--- config.mk ---
export PLATFORM = sky130hd
export DESIGN_NAME = rshd_queue
export DESIGN_NICKNAME = d
export VERILOG_FILES = /design/src/hw/rtl/rshd_pkg.sv /design/src/hw/rtl/rshd_queue.sv
export SDC_FILE = /design/constraint.sdc
export NUM_CORES = 1
export LEC_CHECK = 0
export BUFFER_PORTS_ARGS = -buffer_cell sky130_fd_sc_hd__buf_2
export CAP_MARGIN = 10
export CORE_MARGIN = 4
export CORE_UTILIZATION = 30
export CTS_BUF_LIST = sky130_fd_sc_hd__clkbuf_8
export DETAILED_ROUTE_END_ITERATION = 8
export PLACE_DENSITY_LB_ADDON = 0.12
export SLEW_MARGIN = 20
export SYNTH_ARGS = -nofsm -noshare
export SYNTH_HDL_FRONTEND = slang
export SYNTH_SLANG_ARGS = --single-unit
--- constraint.sdc ---
create_clock -name clk -period 21.7 [get_ports clk]
set_input_delay 3.255 -clock clk [delete_from_list [all_inputs] [get_ports clk]]
set_output_delay 3.255 -clock clk [all_outputs]
set_load 0.01 [all_outputs]
--- src/hw/rtl/rshd_pkg.sv ---
`timescale 1ns / 1ps
// shared types, codes and constants of the ray sphere hit block
package rshd_pkg;

    // configuration register indexes
    localparam int CFG_IDX_W = 3;
    localparam logic [CFG_IDX_W-1:0] CFG_CENTER_X   = 3'd0;
    localparam logic [CFG_IDX_W-1:0] CFG_CENTER_Y   = 3'd1;
    localparam logic [CFG_IDX_W-1:0] CFG_CENTER_Z   = 3'd2;
    localparam logic [CFG_IDX_W-1:0] CFG_RADIUS     = 3'd3;
    localparam logic [CFG_IDX_W-1:0] CFG_MAX_HEALTH = 3'd4;

    localparam logic [30:0] RADIUS_RESET = 31'd65536;
    localparam logic [15:0] HEALTH_RESET = 16'd25600;

    // action codes
    localparam logic ACT_SHOT  = 1'b0;
    localparam logic ACT_RESET = 1'b1;

    // arithmetic layout
    localparam int DIR_FRAC    = 14;
    localparam int DISC_SHIFT  = 28;
    localparam int ROOT_STEPS  = 51;
    localparam int QUEUE_DEPTH = 2;

    typedef struct packed {
        logic               action;
        logic signed [31:0] origin_x;
        logic signed [31:0] origin_y;
        logic signed [31:0] origin_z;
        logic signed [15:0] dir_x;
        logic signed [15:0] dir_y;
        logic signed [15:0] dir_z;
        logic [30:0]        max_range;
        logic [15:0]        damage;
    } shot_t;

    typedef struct packed {
        logic        hit;
        logic        eliminated;
        logic [30:0] hit_distance;
        logic [15:0] damage_applied;
        logic [15:0] health_left;
    } result_t;

    typedef struct packed {
        logic [CFG_IDX_W-1:0] index;
        logic [31:0]          value;
    } cfg_wr_t;

    typedef struct packed {
        logic signed [31:0] center_x;
        logic signed [31:0] center_y;
        logic signed [31:0] center_z;
        logic [30:0]        sphere_radius;
        logic [15:0]        max_health;
    } cfg_regs_t;

    typedef enum logic {
        CMD_SHOT,
        CMD_RESET
    } cmd_t;

    // queue entry: classified item with origin already made relative to the center
    typedef struct packed {
        cmd_t               cmd;
        logic signed [32:0] off_x;
        logic signed [32:0] off_y;
        logic signed [32:0] off_z;
        logic signed [15:0] dir_x;
        logic signed [15:0] dir_y;
        logic signed [15:0] dir_z;
        logic [30:0]        max_range;
        logic [15:0]        damage;
    } work_t;

    typedef enum logic [3:0] {
        ST_IDLE,
        ST_MUL,
        ST_SUM,
        ST_ABS,
        ST_SQP,
        ST_DISC,
        ST_CMP,
        ST_ROOT,
        ST_DIST,
        ST_DONE
    } state_t;

endpackage

--- src/hw/rtl/rshd_queue.sv ---
`timescale 1ns / 1ps
// short queue between front and back
module rshd_queue #(
    parameter int DEPTH = rshd_pkg::QUEUE_DEPTH
) (
    input  logic            clk,
    input  logic            rst_n,
    input  logic            push,
    input  rshd_pkg::work_t push_data,
    output logic            full,
    input  logic            pop,
    output rshd_pkg::work_t pop_data,
    output logic            not_empty
);
    localparam int PTR_W = (DEPTH > 1) ? $clog2(DEPTH) : 1;
    localparam int CNT_W = $clog2(DEPTH + 1);

    rshd_pkg::work_t  mem [DEPTH];
    logic [PTR_W-1:0] wp_reg;
    logic [PTR_W-1:0] rp_reg;
    logic [CNT_W-1:0] cnt_reg;

    assign full      = (cnt_reg == CNT_W'(DEPTH));
    assign not_empty = (cnt_reg != '0);
    assign pop_data  = mem[rp_reg];

    always_ff @(posedge clk or negedge rst_n)
    begin
        if (!rst_n)
        begin
            wp_reg  <= '0;
            rp_reg  <= '0;
            cnt_reg <= '0;
        end
        else
        begin
            if (push)
                wp_reg <= (wp_reg == PTR_W'(DEPTH - 1)) ? '0 : wp_reg + 1'b1;
            if (pop)
                rp_reg <= (rp_reg == PTR_W'(DEPTH - 1)) ? '0 : rp_reg + 1'b1;
            if (push && !pop)
                cnt_reg <= cnt_reg + 1'b1;
            else if (pop && !push)
                cnt_reg <= cnt_reg - 1'b1;
        end
    end

    always_ff @(posedge clk)
    begin
        if (push)
            mem[wp_reg] <= push_data;
    end
endmodule

# Word-level counts from Yosys, hierarchy flattened
# Memories as Yosys holds them, arrays and structs flattened.
# Index checks and enable logic that the tools add are counted.
totals:
  regBits: 4
  rom_bits: 0
  wordCells: 21
  n_memories: 1
  latch_bits: 0
  ramBits: 390
mem_list:
  columns: ["memory", "depth", "width", "read_ports", "rd_ports_with_merged_regs", "write_ports", "line", "source"]
  rows:
  - ["mem", 2, 195, 1, 0, 1, "rshd_queue.sv:18", "rshd_pkg::work_t mem [DEPTH];"]
op_classes:
  n_mux: 6
  reduce_logical: 6
  n_mul: 0
  bitwise_logic: 0
  addsub: 4
  eq_ne: 1
  n_lt_le_gt_ge: 0
  shifts: 0
  div_mod_pow: 0
op_table:
  columns: ["cell", "count"]
  rows:
  - ["$mux W1", 4]
  - ["$mux W2", 2]
  - ["$reduce_bool A2 Y1", 2]
  - ["$add A1 B1 Y1 const B", 2]
  - ["$add A2 B1 Y2 const B", 1]
  - ["$eq A2 B2 Y1 const B", 1]
  - ["$logic_and A1 B1 Y1", 2]
  - ["$logic_not A1 Y1", 2]
  - ["$sub A2 B1 Y2 const B", 1]

# Longest topological paths before layout
# Gate-level depths: netlist of run 1.
depth:
  ltp_word: 4
  ltp_mapped: 5
  depth_no_buf: 5

# Worst setup path after synthesis of run 1
# OpenSTA, ideal clock, no wires.
synth_path:
  path_type: "input-to-reg"
  start: "input port push"
  end: "memory mem[0][0] in the netlist's numbering (enable)"
  setup_time_ns: 0.777
  n_path_buf: 0
  path_stages: 1
  arrival_time_ns: 11.665
  t_required_ns: 20.923
  slack_ns: 9.258
  path_cell_list: "nor2b_1"
synth_via:
  elab_chain_cells: 2
synth_rtl:
  columns: ["item", "line", "source"]
  rows:
  - ["start, declared", "rshd_queue.sv:8", "input logic push,"]
  - ["$mux W1", "rshd_queue.sv:50", "if (push)"]
  - ["$mux W1 (not written as such)", "rshd_queue.sv:51", "mem[wp_reg] <= push_data;"]
  - ["end, declared", "rshd_queue.sv:18", null]
# No other way between the ends.

==> report_table.html, run 1 <==
<table>
<tr><th>Metric</th><th>Value</th></tr>
<tr><th colspan="2">Floorplanning</th></tr>
<tr><td>Die area</td><td>0.0531 mm^2</td></tr>
<tr><td>Height of the die</td><td>230 um</td></tr>
<tr><td>Horizontal die dimension</td><td>230 um</td></tr>
<tr><td>Io pins</td><td>396</td></tr>
<tr><td>Standard-cell row count</td><td>81</td></tr>
<tr><td>Core area</td><td>0.0490 mm^2</td></tr>
<tr><td>Initial standard-cell utilization of the core</td><td>0.303</td></tr>
<tr><th colspan="2">Synth</th></tr>
<tr><td>Combinational family with the most area after synthesis</td><td>multiplexers</td></tr>
<tr><td>Post-Syn Instances</td><td>623</td></tr>
<tr><td>Top cells by area in the synthesized netlist</td><td>edfxtp_1 79%, mux2_4 14%, mux2_2 4.2%, buf_6 1.3%, dfrtp_1 0.67%</td></tr>
<tr><td>Cell area after technology mapping</td><td>0.0148 mm^2</td></tr>
<tr><td>Largest area contributor in the synthesized netlist</td><td>edfxtp_1</td></tr>
<tr><td>Compound-Gate Fraction of Synth Area</td><td>0</td></tr>
<tr><td>#FFs+latches synth</td><td>394</td></tr>
<tr><td>Xor-xnor portion of the synthesized cell area</td><td>0.00295</td></tr>
<tr><td>Share of synthesized area spent on multiplexers</td><td>0.183</td></tr>
<tr><td>Synthesized area divided by synthesized cell count</td><td>23.8 um^2</td></tr>
<tr><td>Share of synthesized cell area in full adder, half adder and majority cells</td><td>0.000843</td></tr>
<tr><td>Synth warn</td><td>0</td></tr>
<tr><td>Syn Nets</td><td>823</td></tr>
<tr><td>Register area share after synthesis</td><td>0.796</td></tr>
<tr><td>Yosys top cell area share</td><td>0.789</td></tr>
<tr><td>Simple-Gate Fraction of Synth Area</td><td>0.00194</td></tr>
<tr><td>Number of distinct library cells after synthesis</td><td>14</td></tr>
<tr><th colspan="2">Power and ir drop</th></tr>
<tr><td>Pwr/cell area</td><td>130 mW/mm^2</td></tr>
<tr><td>VDD IR max</td><td>0.0966 mV</td></tr>
<tr><td>Overall Power</td><td>2.45 mW</td></tr>
<tr><td>Static leakage</td><td>7.48 nW</td></tr>
<tr><th colspan="2">Timing</th></tr>
<tr><td>Slew at the pin closest to its max-slew limit</td><td>1.08 ns</td></tr>
<tr><td>Pins over their slew limit</td><td>0</td></tr>
<tr><td>Setup-violating endpoint count in the final report</td><td>0</td></tr>
<tr><td>Portion of the clock cycle consumed by the worst path in the final layout</td><td>0.325</td></tr>
<tr><td>Setup tns final</td><td>0 ns</td></tr>
<tr><td>Slew margin rel.</td><td>0.280</td></tr>
<tr><td>Final hold viol count</td><td>0</td></tr>
<tr><td>Min cycle time layout</td><td>7.06 ns</td></tr>
<tr><td>Final setup margin</td><td>14.64 ns</td></tr>
<tr><td>Fmax</td><td>0.142 GHz</td></tr>
<tr><td>Unrepaired setup endpoints after global routing</td><td>no</td></tr>
<tr><td>Max Clock Skew</td><td>0.0283 ns</td></tr>
<tr><th colspan="2">CTS</th></tr>
<tr><td>Clock sink total</td><td>394</td></tr>
<tr><td>Buffers inserted during post-CTS setup optimization</td><td>0</td></tr>
<tr><td>CTS H-Tree Depth</td><td>3</td></tr>
<tr><td>Count of hold-fix buffers inserted at cts</td><td>0</td></tr>
<tr><td>Deepest clock path buffer count</td><td>3</td></tr>
<tr><td>Clock transition at the register clock pins on the worst setup and hold paths after CTS</td><td>0.07 ns</td></tr>
<tr><td>Clock buffer count from CTS</td><td>70</td></tr>
<tr><td>Later-pin clock latency in the skew report</td><td>0.62 ns</td></tr>
<tr><td>Clock tree from TritonCTS</td><td>done</td></tr>
<tr><td># resized after CTS</td><td>0</td></tr>
<tr><td>Clock root buffer master</td><td>clkbuf_8</td></tr>
<tr><th colspan="2">Cells and area</th></tr>
<tr><td>Final-layout fill cell count</td><td>4620</td></tr>
<tr><td>Number of standard cells in the layout, taps in and fillers out</td><td>1799</td></tr>
<tr><td>Area growth from synthesis to layout</td><td>27.0%</td></tr>
<tr><td>Nets@finish</td><td>1278</td></tr>
<tr><td>Share of post-route cells with drive strength above 1</td><td>0.613</td></tr>
<tr><td>Flip-flop count of the largest register after layout</td><td>390</td></tr>
<tr><td>Util after Layout</td><td>0.385</td></tr>
<tr><th colspan="2">GRT</th></tr>
<tr><td>Antenna violations before repair</td><td>4</td></tr>
<tr><td>Pin count of the biggest net entering global routing</td><td>67</td></tr>
<tr><td>Aggregate global routing overflow</td><td>0</td></tr>
<tr><td>Total routing usage reported by global routing</td><td>0.127</td></tr>
<tr><td>Number of global-route vias before repair</td><td>8069</td></tr>
<tr><td>First-pass GRT wire length</td><td>50700 um</td></tr>
<tr><th colspan="2">Critical path</th></tr>
<tr><td>Worst Path Class, Setup</td><td>flip-flop to primary output</td></tr>
<tr><td>Highest cell delay on the worst timing path</td><td>0.93 ns</td></tr>
<tr><td>Worst path required time</td><td>18.45 ns</td></tr>
<tr><td>Cell-by-cell listing of the critical path</td><td>buf_4 &gt; buf_4 &gt; mux2_2 &gt; buf_2</td></tr>
<tr><td>Sort of element at the end of the critical path</td><td>primary output</td></tr>
<tr><td>Data arrival at the endpoint of the critical path</td><td>3.80 ns</td></tr>
<tr><td>Critical Path Slowest Stage Cell</td><td>dfrtp_4</td></tr>
<tr><td>Crit Path Max Fanout</td><td>62</td></tr>
<tr><td>WP buf/inv</td><td>3</td></tr>
<tr><td>Cell class contributing the biggest share of worst-path delay</td><td>buffers and inverters</td></tr>
<tr><td>Kind of launch point of the worst setup path</td><td>flip-flop</td></tr>
<tr><td>Most frequent CP cell</td><td>buf_4</td></tr>
<tr><th colspan="2">Placement</th></tr>
<tr><td>DP HPWL</td><td>23700 um</td></tr>
<tr><td>Port buffer count</td><td>395</td></tr>
<tr><td>Placer's final routability congestion estimate</td><td>0.724</td></tr>
<tr><td>Placed cells</td><td>1670</td></tr>
<tr><td>Post-place setup slack</td><td>15.23 ns</td></tr>
<tr><th colspan="2">Drt</th></tr>
<tr><td>Routed wirelength normalized by instance count</td><td>19.4 um</td></tr>
<tr><td>Drt first pass iters</td><td>6</td></tr>
<tr><td>DRT iter0 DRCs</td><td>203</td></tr>
<tr><td>Count of nets left with antenna violations after detail routing</td><td>0</td></tr>
<tr><td>Count of unresolved DRC violations after routing</td><td>0</td></tr>
<tr><td>Total Routed Length</td><td>34900 um</td></tr>
<tr><td>Number of vias per cell after detailed routing</td><td>4.12</td></tr>
<tr><td>Vias</td><td>7416</td></tr>
<tr><th colspan="2">Worst hold path</th></tr>
<tr><td>Path class of the lowest-slack min-delay path</td><td>flip-flop to flip-flop</td></tr>
<tr><th colspan="2">Flow run</th></tr>
<tr><td>Number of max-cap violations</td><td>0</td></tr>
<tr><th colspan="2">Outcome</th></tr>
<tr><td>Result of the run</td><td>finished clean</td></tr>
</table>
-- path summary, 6_finish.rpt --
check	start	slack (ns)	end	cells past startpoint
min in group asynchronous	rst_n	2.43	cnt_reg[1]$_DFFE_PN0P_	1
worst min-delay path	cnt_reg[1]$_DFFE_PN0P_	0.49	cnt_reg[1]$_DFFE_PN0P_	1
worst max register to register	wp_reg$_DFFE_PN0P_	18.58	mem[0][44]$_DFFE_PP_	3
worst min register to register	cnt_reg[1]$_DFFE_PN0P_	0.49	cnt_reg[1]$_DFFE_PN0P_	1
max in group asynchronous	rst_n	19.12	rp_reg$_DFFE_PN0P_	1
worst max-delay path	rp_reg$_DFFE_PN0P_	14.64	pop_data[15]	4
-- synth_stat cells --
master	n
mux2_2	55
inv_1	1
nor2b_1	2
xor2_1	4
edfxtp_1	390
nor2_1	1
xnor2_1	1
mux2_4	140
and2_1	1
buf_6	17
dfrtp_1	4
buf_2	5
ha_1	1
or2_2	1
-- final cells by class --
class | instances | area, um^2 | area share
Antenna cell | 3 | 7.51 | 0.000398
Clock buffer | 77 | 1060 | 0.0562
Clock inverter | 49 | 236 | 0.0126
Inverter | 1 | 3.75 | 0.000199
Multi-Input combinational cell | 206 | 2820 | 0.149
Sequential cell | 394 | 11800 | 0.627
Tap cell | 664 | 831 | 0.0441
Timing Repair Buffer | 405 | 2070 | 0.110
-- report_power, final --
group          switching (mW)  internal, mW  total [mW]
Clock                   0.294         0.338       0.631
Combinational           0.387         0.365       0.752
Sequential             0.0538          1.01        1.07
Total                   0.734          1.71        2.45
-- layout by cell type, fill, tap and decap left out, drive strengths merged --
master / netlist / layout
clkinv: 0 / 22
buf: 22 / 405
or2: 1 / 1
nor2b: 2 / 2
clkbuf: 0 / 77
ha: 1 / 1
mux2: 195 / 195
inv: 1 / 24
diode: 0 / 3
nor2: 1 / 1
xor2: 4 / 4
xnor2: 1 / 1
bufinv: 0 / 1
and2: 1 / 1
clkinvlp: 0 / 3
dfrtp: 4 / 4
edfxtp: 390 / 390
-- cells by family after synthesis --
group | Yosys count
xor+xnor | 5
fa+ha+maj | 1
simple gates | 5
mux | 195
buf+inv | 23
flops | 394
-- worst register-to-register path, delay by kind of cell (launching register included) --
| kind | cells | cell delay, ns |
|---|---|---|
| simple gates | 1 | 0.78 |
| flops | 1 | 0.43 |
| buf+inv | 2 | 1.43 |
-- through the flow --
stage / instance area (um^2) / hold WS, ns
2_1_floorplan: 14800 / 0.447
3_3_place_gp: 17500 / 0.475
3_5_place_dp: 17500 / 0.483
4_1_cts: 18800 / 0.496
5_1_grt: 18800 / 0.532
6_report: 18800 / 0.494
-- layer usage --
metal	routed length, um	global-route usage
met4	788	0.0433
met1	13400	0.144
met5	27	0
met2	17900	0.217
met3	2740	0.0549
Note: power is estimated with default switching activity, not from simulation.
==> inputs of run 2 (changes only) <==
==> constraint.sdc (replaced) <==
create_clock -name clk -period 7.3 [get_ports clk]
set_input_delay 1.095 -clock clk [delete_from_list [all_inputs] [get_ports clk]]
set_output_delay 1.095 -clock clk [all_outputs]
set_load 0.01 [all_outputs]
==> run 2 against run 1 <==
Against the previous run: via count rose by 0.76%; clock skew fell by 0.015 ns; wire length is 0.24% lower; die area is the same; cell area rose by 0.15%; hold slack worse by 0.22 ns; power grew to 3.0 times the previous value; register-to-register slack lost 14 ns; utilization up 0.059 points; combinational power rose to 3.0 times the previous value; largest power group unchanged.
==> report_table.html, run 2 (same netlist as run 1, synthesis figures left out) <==
<table>
<tr><th>Metric</th><th>Value</th></tr>
<tr><th colspan="2">GRT</th></tr>
<tr><td>First-pass GRT wire length</td><td>50300 um (-0.84%)</td></tr>
<tr><td>Number of global-route vias before repair</td><td>7919 (-1.9%)</td></tr>
<tr><td>Antenna violations before repair</td><td>8 (+4)</td></tr>
<tr><td>Aggregate global routing overflow</td><td>0 (unchanged)</td></tr>
<tr><td>Pin count of the biggest net entering global routing</td><td>103 (+54%)</td></tr>
<tr><td>Total routing usage reported by global routing</td><td>0.128 (+0.000376)</td></tr>
<tr><th colspan="2">Drt</th></tr>
<tr><td>Vias</td><td>7472 (+0.76%)</td></tr>
<tr><td>Drt first pass iters</td><td>4 (-2)</td></tr>
<tr><td>Count of nets left with antenna violations after detail routing</td><td>0 (unchanged)</td></tr>
<tr><td>Count of unresolved DRC violations after routing</td><td>0 (unchanged)</td></tr>
<tr><td>Total Routed Length</td><td>34800 um (-0.24%)</td></tr>
<tr><td>Routed wirelength normalized by instance count</td><td>19.3 um (-0.19%)</td></tr>
<tr><td>Number of vias per cell after detailed routing</td><td>4.16 (+0.81%)</td></tr>
<tr><td>DRT iter0 DRCs</td><td>264 (+30%)</td></tr>
<tr><th colspan="2">Timing</th></tr>
<tr><td>Max Clock Skew</td><td>0.0130 ns (-0.0154 ns)</td></tr>
<tr><td>Portion of the clock cycle consumed by the worst path in the final layout</td><td>0.566</td></tr>
<tr><td>Min cycle time layout</td><td>4.13 ns</td></tr>
<tr><td>Unrepaired setup endpoints after global routing</td><td>no</td></tr>
<tr><td>Setup-violating endpoint count in the final report</td><td>0 (unchanged)</td></tr>
<tr><td>Setup tns final</td><td>0 ns (unchanged)</td></tr>
<tr><td>Final setup margin</td><td>3.17 ns (-11.47 ns)</td></tr>
<tr><td>Pins over their slew limit</td><td>0 (unchanged)</td></tr>
<tr><td>Final hold viol count</td><td>0 (unchanged)</td></tr>
<tr><td>Fmax</td><td>0.242 GHz</td></tr>
<tr><td>Slew margin rel.</td><td>0.339 (+0.0581)</td></tr>
<tr><td>Slew at the pin closest to its max-slew limit</td><td>0.992 ns (-0.0872 ns)</td></tr>
<tr><th colspan="2">Floorplanning</th></tr>
<tr><td>Initial standard-cell utilization of the core</td><td>0.303 (unchanged)</td></tr>
<tr><td>Height of the die</td><td>230 um (unchanged)</td></tr>
<tr><td>Standard-cell row count</td><td>81 (unchanged)</td></tr>
<tr><td>Core area</td><td>0.0490 mm^2 (unchanged)</td></tr>
<tr><td>Io pins</td><td>396 (unchanged)</td></tr>
<tr><td>Horizontal die dimension</td><td>230 um (unchanged)</td></tr>
<tr><td>Die area</td><td>0.0531 mm^2 (unchanged)</td></tr>
<tr><th colspan="2">Critical path</th></tr>
<tr><td>Sort of element at the end of the critical path</td><td>primary output</td></tr>
<tr><td>Cell class contributing the biggest share of worst-path delay</td><td>flip-flops</td></tr>
<tr><td>Worst path required time</td><td>6.20 ns (-12.25 ns)</td></tr>
<tr><td>Highest cell delay on the worst timing path</td><td>0.97 ns (+0.04 ns)</td></tr>
<tr><td>Crit Path Max Fanout</td><td>51 (-18%)</td></tr>
<tr><td>Worst Reg-to-Reg Cells</td><td>2 (-1)</td></tr>
<tr><td>Reg-to-reg startpoint</td><td>wp_reg$_DFFE_PN0P_</td></tr>
<tr><td>WP buf/inv</td><td>2 (-1)</td></tr>
<tr><td>Capturing point of the worst reg2reg path</td><td>mem[1][105]$_DFFE_PP_</td></tr>
<tr><td>Data arrival at the endpoint of the critical path</td><td>3.03 ns (-0.77 ns)</td></tr>
<tr><td>Worst Path Class, Setup</td><td>flip-flop to primary output</td></tr>
<tr><td>Kind of launch point of the worst setup path</td><td>flip-flop</td></tr>
<tr><td>Cell-by-cell listing of the critical path</td><td>buf_4 &gt; mux2_2 &gt; buf_2</td></tr>
<tr><td>Critical Path Slowest Stage Cell</td><td>dfrtp_4</td></tr>
<tr><td>Internal reg-to-reg setup slack</td><td>4.79 ns (-13.79 ns)</td></tr>
<tr><th colspan="2">CTS</th></tr>
<tr><td># resized after CTS</td><td>0 (unchanged)</td></tr>
<tr><td>Later-pin clock latency in the skew report</td><td>0.62 ns (about the same)</td></tr>
<tr><td>Count of hold-fix buffers inserted at cts</td><td>0 (unchanged)</td></tr>
<tr><td>Buffers inserted during post-CTS setup optimization</td><td>0 (unchanged)</td></tr>
<tr><td>Clock root buffer master</td><td>clkbuf_8</td></tr>
<tr><td>Clock tree from TritonCTS</td><td>done</td></tr>
<tr><td>Clock transition at the register clock pins on the worst setup and hold paths after CTS</td><td>0.06 ns (about the same)</td></tr>
<tr><td>CTS H-Tree Depth</td><td>3 (unchanged)</td></tr>
<tr><td>Clock buffer count from CTS</td><td>72 (+2.9%)</td></tr>
<tr><td>Deepest clock path buffer count</td><td>3 (unchanged)</td></tr>
<tr><td>Clock sink total</td><td>394 (unchanged)</td></tr>
<tr><th colspan="2">Flow run</th></tr>
<tr><td>Number of max-cap violations</td><td>0 (unchanged)</td></tr>
<tr><th colspan="2">Cells and area</th></tr>
<tr><td>Final-layout fill cell count</td><td>4601 (-0.41%)</td></tr>
<tr><td>Nets@finish</td><td>1278 (unchanged)</td></tr>
<tr><td>Area growth from synthesis to layout</td><td>27.2%</td></tr>
<tr><td>Most used cells in the layout excluding fill and tap cells</td><td>395 x buf_2, 390 x edfxtp_1, 140 x mux2_4, 76 x clkbuf_8, 55 x mux2_2</td></tr>
<tr><td>Share of post-route cells with drive strength above 1</td><td>0.612 (-0.00103)</td></tr>
<tr><td>Flip-flop count of the largest register after layout</td><td>390 (unchanged)</td></tr>
<tr><td>Most common cell after layout, fill and taps aside</td><td>buf_2</td></tr>
<tr><th colspan="2">Placement</th></tr>
<tr><td>DP HPWL</td><td>23000 um (-2.9%)</td></tr>
<tr><td>Post-place setup slack</td><td>3.75 ns (-11.49 ns)</td></tr>
<tr><td>Placer's final routability congestion estimate</td><td>0.708 (-2.3%)</td></tr>
<tr><td>Port buffer count</td><td>395 (unchanged)</td></tr>
<tr><th colspan="2">Power and ir drop</th></tr>
<tr><td>Static leakage</td><td>7.49 nW (+0.10%)</td></tr>
<tr><td>VDD IR max</td><td>0.258 mV (+170%)</td></tr>
<tr><td>Pwr/cell area</td><td>388 mW/mm^2 (+200%)</td></tr>
<tr><th colspan="2">Worst hold path</th></tr>
<tr><td>Path class of the lowest-slack min-delay path</td><td>input pin to asynchronous set/reset pin</td></tr>
<tr><th colspan="2">Outcome</th></tr>
<tr><td>Result of the run</td><td>finished clean</td></tr>
</table>
-- run 2: cell count changes in the layout (fill, tap and decap cells not counted), sizes merged --
cell      before  now
clkbuf        77   76
diode          3    5
clkinvlp       3    2
clkinv        22   21
buf          405  403
bufinv         1    3
-- run 2: layer usage --
| layer | share of wire | GRT usage | wire [um] |
|---|---|---|---|
| met1 | 0.38 | 0.145 | 13200 |
| met5 | 0.0011 | 0 | 40 |
| met4 | 0.024 | 0.0480 | 829 |
| met2 | 0.51 | 0.214 | 17700 |
| met3 | 0.087 | 0.0560 | 3020 |
-- run 2: where the power goes --
group,switching [mW],leakage (nW),internal (mW)
Clock,0.877,0.760,1.06
Combinational,1.13,3.02,1.09
Sequential,0.164,3.71,3.01
-- run 2: how the worst max path moves through the flow --
stage / start / end / slack (ns) / cells after the start
floorplan: push / mem[0][0]$_DFFE_PP_ / 0.69 / 1
global placement: rp_reg$_DFFE_PN0P_ / pop_data[22] / 3.76 / 3
detailed placement: rp_reg$_DFFE_PN0P_ / pop_data[24] / 3.75 / 3
CTS: rp_reg$_DFFE_PN0P_ / pop_data[24] / 3.01 / 3
global route: rp_reg$_DFFE_PN0P_ / pop_data[24] / 2.95 / 3
finish: rp_reg$_DFFE_PN0P_ / pop_data[24] / 3.17 / 3
-- run 2: cell type report --
cell class / instances / area (um^2) / area share
antenna: 5 / 12.5 / 0.000663
clock buffer: 76 / 1050 / 0.0554
clock inverter: 49 / 284 / 0.0151
inverter: 1 / 3.75 / 0.000199
multi-input combinational: 206 / 2820 / 0.149
sequential: 394 / 11800 / 0.626
tap: 664 / 831 / 0.0440
timing repair buffer: 403 / 2060 / 0.109
-- run 2: stage by stage --
step | cell area (um^2) | std cells | total power, mW | util | hold slack (ns)
6_report | 18900 | 1798 | 7.33 | 0.386 | 0.275
5_1_grt | 18900 | 1796 | 7.75 | 0.385 | 0.194
4_1_cts | 18900 | 1793 | 7.51 | 0.385 | 0.177
3_5_place_dp | 17500 | 1668 | 5.51 | 0.358 | 0.473
3_3_place_gp | 17500 | 1668 | 5.51 | 0.358 | 0.464
2_1_floorplan | 14800 | 623 | 4.76 | - | 0.447
==> inputs of run 3 (changes only) <==
==> constraint.sdc (replaced) <==
create_clock -name clk -period 3.6 [get_ports clk]
set_input_delay 0.54 -clock clk [delete_from_list [all_inputs] [get_ports clk]]
set_output_delay 0.54 -clock clk [all_outputs]
set_load 0.01 [all_outputs]
==> run 3 against run 2 <==
Against the previous run: global-route usage grew 0.060 points; die area unchanged; hold slack got worse by 0.16 ns; sequential share of layout area about the same; cell area barely moved; register-to-register slack worse by 3.0 ns; critical path depth is the same; non-clock buffer count grew 15; cell count did not move; clock skew is 0.0019 ns higher; wire length increased by 0.22%; sequential power rose by 100%; critical path type unchanged.
==> report_table.html, run 3 (same netlist as run 1, synthesis figures left out) <==
<table>
<tr><th>Metric</th><th>Value</th></tr>
<tr><th colspan="2">Timing</th></tr>
<tr><td>Min cycle time layout</td><td>2.97 ns</td></tr>
<tr><td>Final hold viol count</td><td>0 (unchanged)</td></tr>
<tr><td>Slew at the pin closest to its max-slew limit</td><td>0.786 ns (-0.206 ns)</td></tr>
<tr><td>Fmax</td><td>0.336 GHz</td></tr>
<tr><td>Unrepaired setup endpoints after global routing</td><td>no</td></tr>
<tr><td>Pins over their slew limit</td><td>0 (unchanged)</td></tr>
<tr><td>Portion of the clock cycle consumed by the worst path in the final layout</td><td>0.825</td></tr>
<tr><td>Setup-violating endpoint count in the final report</td><td>0 (unchanged)</td></tr>
<tr><td>Hold Worst Slack</td><td>0.116 ns (-0.159 ns)</td></tr>
<tr><td>Max Clock Skew</td><td>0.0148 ns (+0.00186 ns)</td></tr>
<tr><td>Slew margin rel.</td><td>0.476 (+0.137)</td></tr>
<tr><td>Setup tns final</td><td>0 ns (unchanged)</td></tr>
<tr><th colspan="2">Critical path</th></tr>
<tr><td>Worst path required time</td><td>3.06 ns (-3.14 ns)</td></tr>
<tr><td>Kind of launch point of the worst setup path</td><td>flip-flop</td></tr>
<tr><td>Crit Path Max Fanout</td><td>28 (-45%)</td></tr>
<tr><td>Internal reg-to-reg setup slack</td><td>1.78 ns (-3.01 ns)</td></tr>
<tr><td>Worst Path Class, Setup</td><td>flip-flop to primary output</td></tr>
<tr><td>Critical Path Sink</td><td>pop_data[22]</td></tr>
<tr><td>Worst Reg-to-Reg Cells</td><td>2 (unchanged)</td></tr>
<tr><td>Capturing point of the worst reg2reg path</td><td>mem[0][95]$_DFFE_PP_</td></tr>
<tr><td>Cell count along the critical path</td><td>3 (unchanged)</td></tr>
<tr><td>Cell class contributing the biggest share of worst-path delay</td><td>flip-flops</td></tr>
<tr><td>Data arrival at the endpoint of the critical path</td><td>2.43 ns (-0.60 ns)</td></tr>
<tr><td>Worst Setup SP</td><td>rp_reg$_DFFE_PN0P_</td></tr>
<tr><td>Highest cell delay on the worst timing path</td><td>0.75 ns (-0.22 ns)</td></tr>
<tr><td>Critical Path Slowest Stage Cell</td><td>dfrtp_4</td></tr>
<tr><td>Sort of element at the end of the critical path</td><td>primary output</td></tr>
<tr><td>WP buf/inv</td><td>2 (unchanged)</td></tr>
<tr><td>Cell-by-cell listing of the critical path</td><td>buf_4 &gt; mux2_2 &gt; buf_2</td></tr>
<tr><td>Reg-to-reg startpoint</td><td>wp_reg$_DFFE_PN0P_</td></tr>
<tr><th colspan="2">CTS</th></tr>
<tr><td>Clock buffer count from CTS</td><td>70 (-2.8%)</td></tr>
<tr><td>Buffers inserted during post-CTS setup optimization</td><td>0 (unchanged)</td></tr>
<tr><td>Deepest clock path buffer count</td><td>3 (unchanged)</td></tr>
<tr><td>Count of hold-fix buffers inserted at cts</td><td>1 (+1)</td></tr>
<tr><td>CTS H-Tree Depth</td><td>3 (unchanged)</td></tr>
<tr><td>Clock sink total</td><td>394 (unchanged)</td></tr>
<tr><td>Later-pin clock latency in the skew report</td><td>0.61 ns (about the same)</td></tr>
<tr><td>Clock root buffer master</td><td>clkbuf_8</td></tr>
<tr><td># resized after CTS</td><td>0 (unchanged)</td></tr>
<tr><td>Clock tree from TritonCTS</td><td>done</td></tr>
<tr><td>Clock transition at the register clock pins on the worst setup and hold paths after CTS</td><td>0.06 ns (about the same)</td></tr>
<tr><th colspan="2">GRT</th></tr>
<tr><td>First-pass GRT wire length</td><td>50800 um (+1.0%)</td></tr>
<tr><td>Total routing usage reported by global routing</td><td>0.128 (+0.000598)</td></tr>
<tr><td>Number of global-route vias before repair</td><td>8037 (+1.5%)</td></tr>
<tr><td>Aggregate global routing overflow</td><td>0 (unchanged)</td></tr>
<tr><td>Antenna violations before repair</td><td>7 (-1)</td></tr>
<tr><td>Pin count of the biggest net entering global routing</td><td>94 (-8.7%)</td></tr>
<tr><th colspan="2">Placement</th></tr>
<tr><td>DP HPWL</td><td>23600 um (+2.9%)</td></tr>
<tr><td>Placer's final routability congestion estimate</td><td>0.743 (+5.0%)</td></tr>
<tr><td>Total cell area at the placement stage</td><td>0.0177 mm^2 (+0.88%)</td></tr>
<tr><td>Port buffer count</td><td>395 (unchanged)</td></tr>
<tr><th colspan="2">Drt</th></tr>
<tr><td>Number of vias per cell after detailed routing</td><td>4.14 (-0.50%)</td></tr>
<tr><td>Total Routed Length</td><td>34900 um (+0.22%)</td></tr>
<tr><td>Drt first pass iters</td><td>4 (unchanged)</td></tr>
<tr><td>Routed wirelength normalized by instance count</td><td>19.4 um (+0.22%)</td></tr>
<tr><td>DRT iter0 DRCs</td><td>282 (+6.8%)</td></tr>
<tr><td>Count of unresolved DRC violations after routing</td><td>0 (unchanged)</td></tr>
<tr><td>Vias</td><td>7435 (-0.50%)</td></tr>
<tr><td>Count of nets left with antenna violations after detail routing</td><td>0 (unchanged)</td></tr>
<tr><th colspan="2">Cells and area</th></tr>
<tr><td>Area occupied by multi-input gates</td><td>0.00282 mm^2 (unchanged)</td></tr>
<tr><td>Combined flip-flop and latch cell area</td><td>0.0118 mm^2 (unchanged)</td></tr>
<tr><td>Final-layout fill cell count</td><td>4634 (+0.72%)</td></tr>
<tr><td>Final std cell area, no fill</td><td>0.0189 mm^2 (about the same)</td></tr>
<tr><td>Share of post-route cells with drive strength above 1</td><td>0.615 (+0.00300)</td></tr>
<tr><td>Area growth from synthesis to layout</td><td>27.1% (about the same)</td></tr>
<tr><td>Flip-flop count of the largest register after layout</td><td>390 (unchanged)</td></tr>
<tr><td>Nets@finish</td><td>1291 (+1.0%)</td></tr>
<tr><td>Most used cells in the layout excluding fill and tap cells</td><td>395 x buf_2, 390 x edfxtp_1, 140 x mux2_4, 72 x clkbuf_8, 55 x mux2_2</td></tr>
<tr><td>Most common cell after layout, fill and taps aside</td><td>buf_2</td></tr>
<tr><th colspan="2">Floorplanning</th></tr>
<tr><td>Height of the die</td><td>230 um (unchanged)</td></tr>
<tr><td>Horizontal die dimension</td><td>230 um (unchanged)</td></tr>
<tr><td>Die area</td><td>0.0531 mm^2 (unchanged)</td></tr>
<tr><td>Standard-cell row count</td><td>81 (unchanged)</td></tr>
<tr><td>Core area</td><td>0.0490 mm^2 (unchanged)</td></tr>
<tr><td>Initial standard-cell utilization of the core</td><td>0.303 (unchanged)</td></tr>
<tr><td>Io pins</td><td>396 (unchanged)</td></tr>
<tr><th colspan="2">Power and ir drop</th></tr>
<tr><td>Pwr/cell area</td><td>774 mW/mm^2 (+99%)</td></tr>
<tr><td>VDD IR max</td><td>0.331 mV (+29%)</td></tr>
<tr><td>Static leakage</td><td>7.49 nW (about the same)</td></tr>
<tr><th colspan="2">Outcome</th></tr>
<tr><td>Result of the run</td><td>finished clean</td></tr>
<tr><th colspan="2">Worst hold path</th></tr>
<tr><td>Path class of the lowest-slack min-delay path</td><td>input pin to flip-flop</td></tr>
<tr><td>Min-Delay Startpoint</td><td>push_data[60]</td></tr>
<tr><th colspan="2">Flow run</th></tr>
<tr><td>Number of max-cap violations</td><td>0 (unchanged)</td></tr>
</table>
run 3: cell count changes in the layout (fill, tap and decap cells not counted), sizes merged:
cell / before / now
dlygate4sd3: 0 / 1
inv: 24 / 26
clkbuf: 76 / 72
clkinv: 21 / 11
clkinvlp: 2 / 3
buf: 403 / 417
diode: 5 / 4
bufinv: 3 / 0
run 3: area by class of cell:
type	count	area share
Antenna cell	4	0.000531
Clock buffer	72	0.0525
Clock inverter	39	0.00882
Inverter	1	0.000199
Multi-Input combinational cell	206	0.149
Sequential cell	394	0.626
Tap cell	664	0.0440
Timing Repair Buffer	418	0.118
run 3: worst min-delay path by stage:
stage                              to  cells past startpoint
2_1_floorplan  cnt_reg[0]$_DFFE_PN0P_                      0
3_3_place_gp   cnt_reg[1]$_DFFE_PN0P_                      1
3_5_place_dp   cnt_reg[0]$_DFFE_PN0P_                      1
4_1_cts         mem[1][116]$_DFFE_PP_                      1
5_1_grt         mem[0][116]$_DFFE_PP_                      1
6_report         mem[1][60]$_DFFE_PP_                      1
run 3: through the flow:
| stage | util | total power [mW] | setup WS (ns) | std cells |
|---|---|---|---|---|
| finish | 0.385 | 14.6 | 0.628 | 1798 |
| global route | 0.385 | 15.5 | 0.418 | 1795 |
| CTS | 0.385 | 15.0 | 0.454 | 1794 |
| detailed placement | 0.361 | 11.3 | 1.17 | 1682 |
| global placement | 0.361 | 11.3 | 1.22 | 1682 |
| floorplan | - | 9.56 | -0.295 | 623 |
run 3: power breakdown:
group | internal, mW | leakage (nW) | switching, mW
sequential | 6.09 | 3.71 | 0.269
clock | 1.83 | 0.675 | 1.70
combinational | 2.29 | 3.11 | 2.42
total | 10.2 | 7.49 | 4.39
run 3: worst reg2reg max path: stages, from the launching register on:
cell,delay (ns)
dfrtp_1,0.42
nor2b_4,0.43
buf_12,0.45
run 3: routing by layer:
metal,part of all wire,global-route usage
met1,0.40,0.148
met2,0.50,0.214
met3,0.084,0.0570
met4,0.019,0.0418
met5,0.0011,0
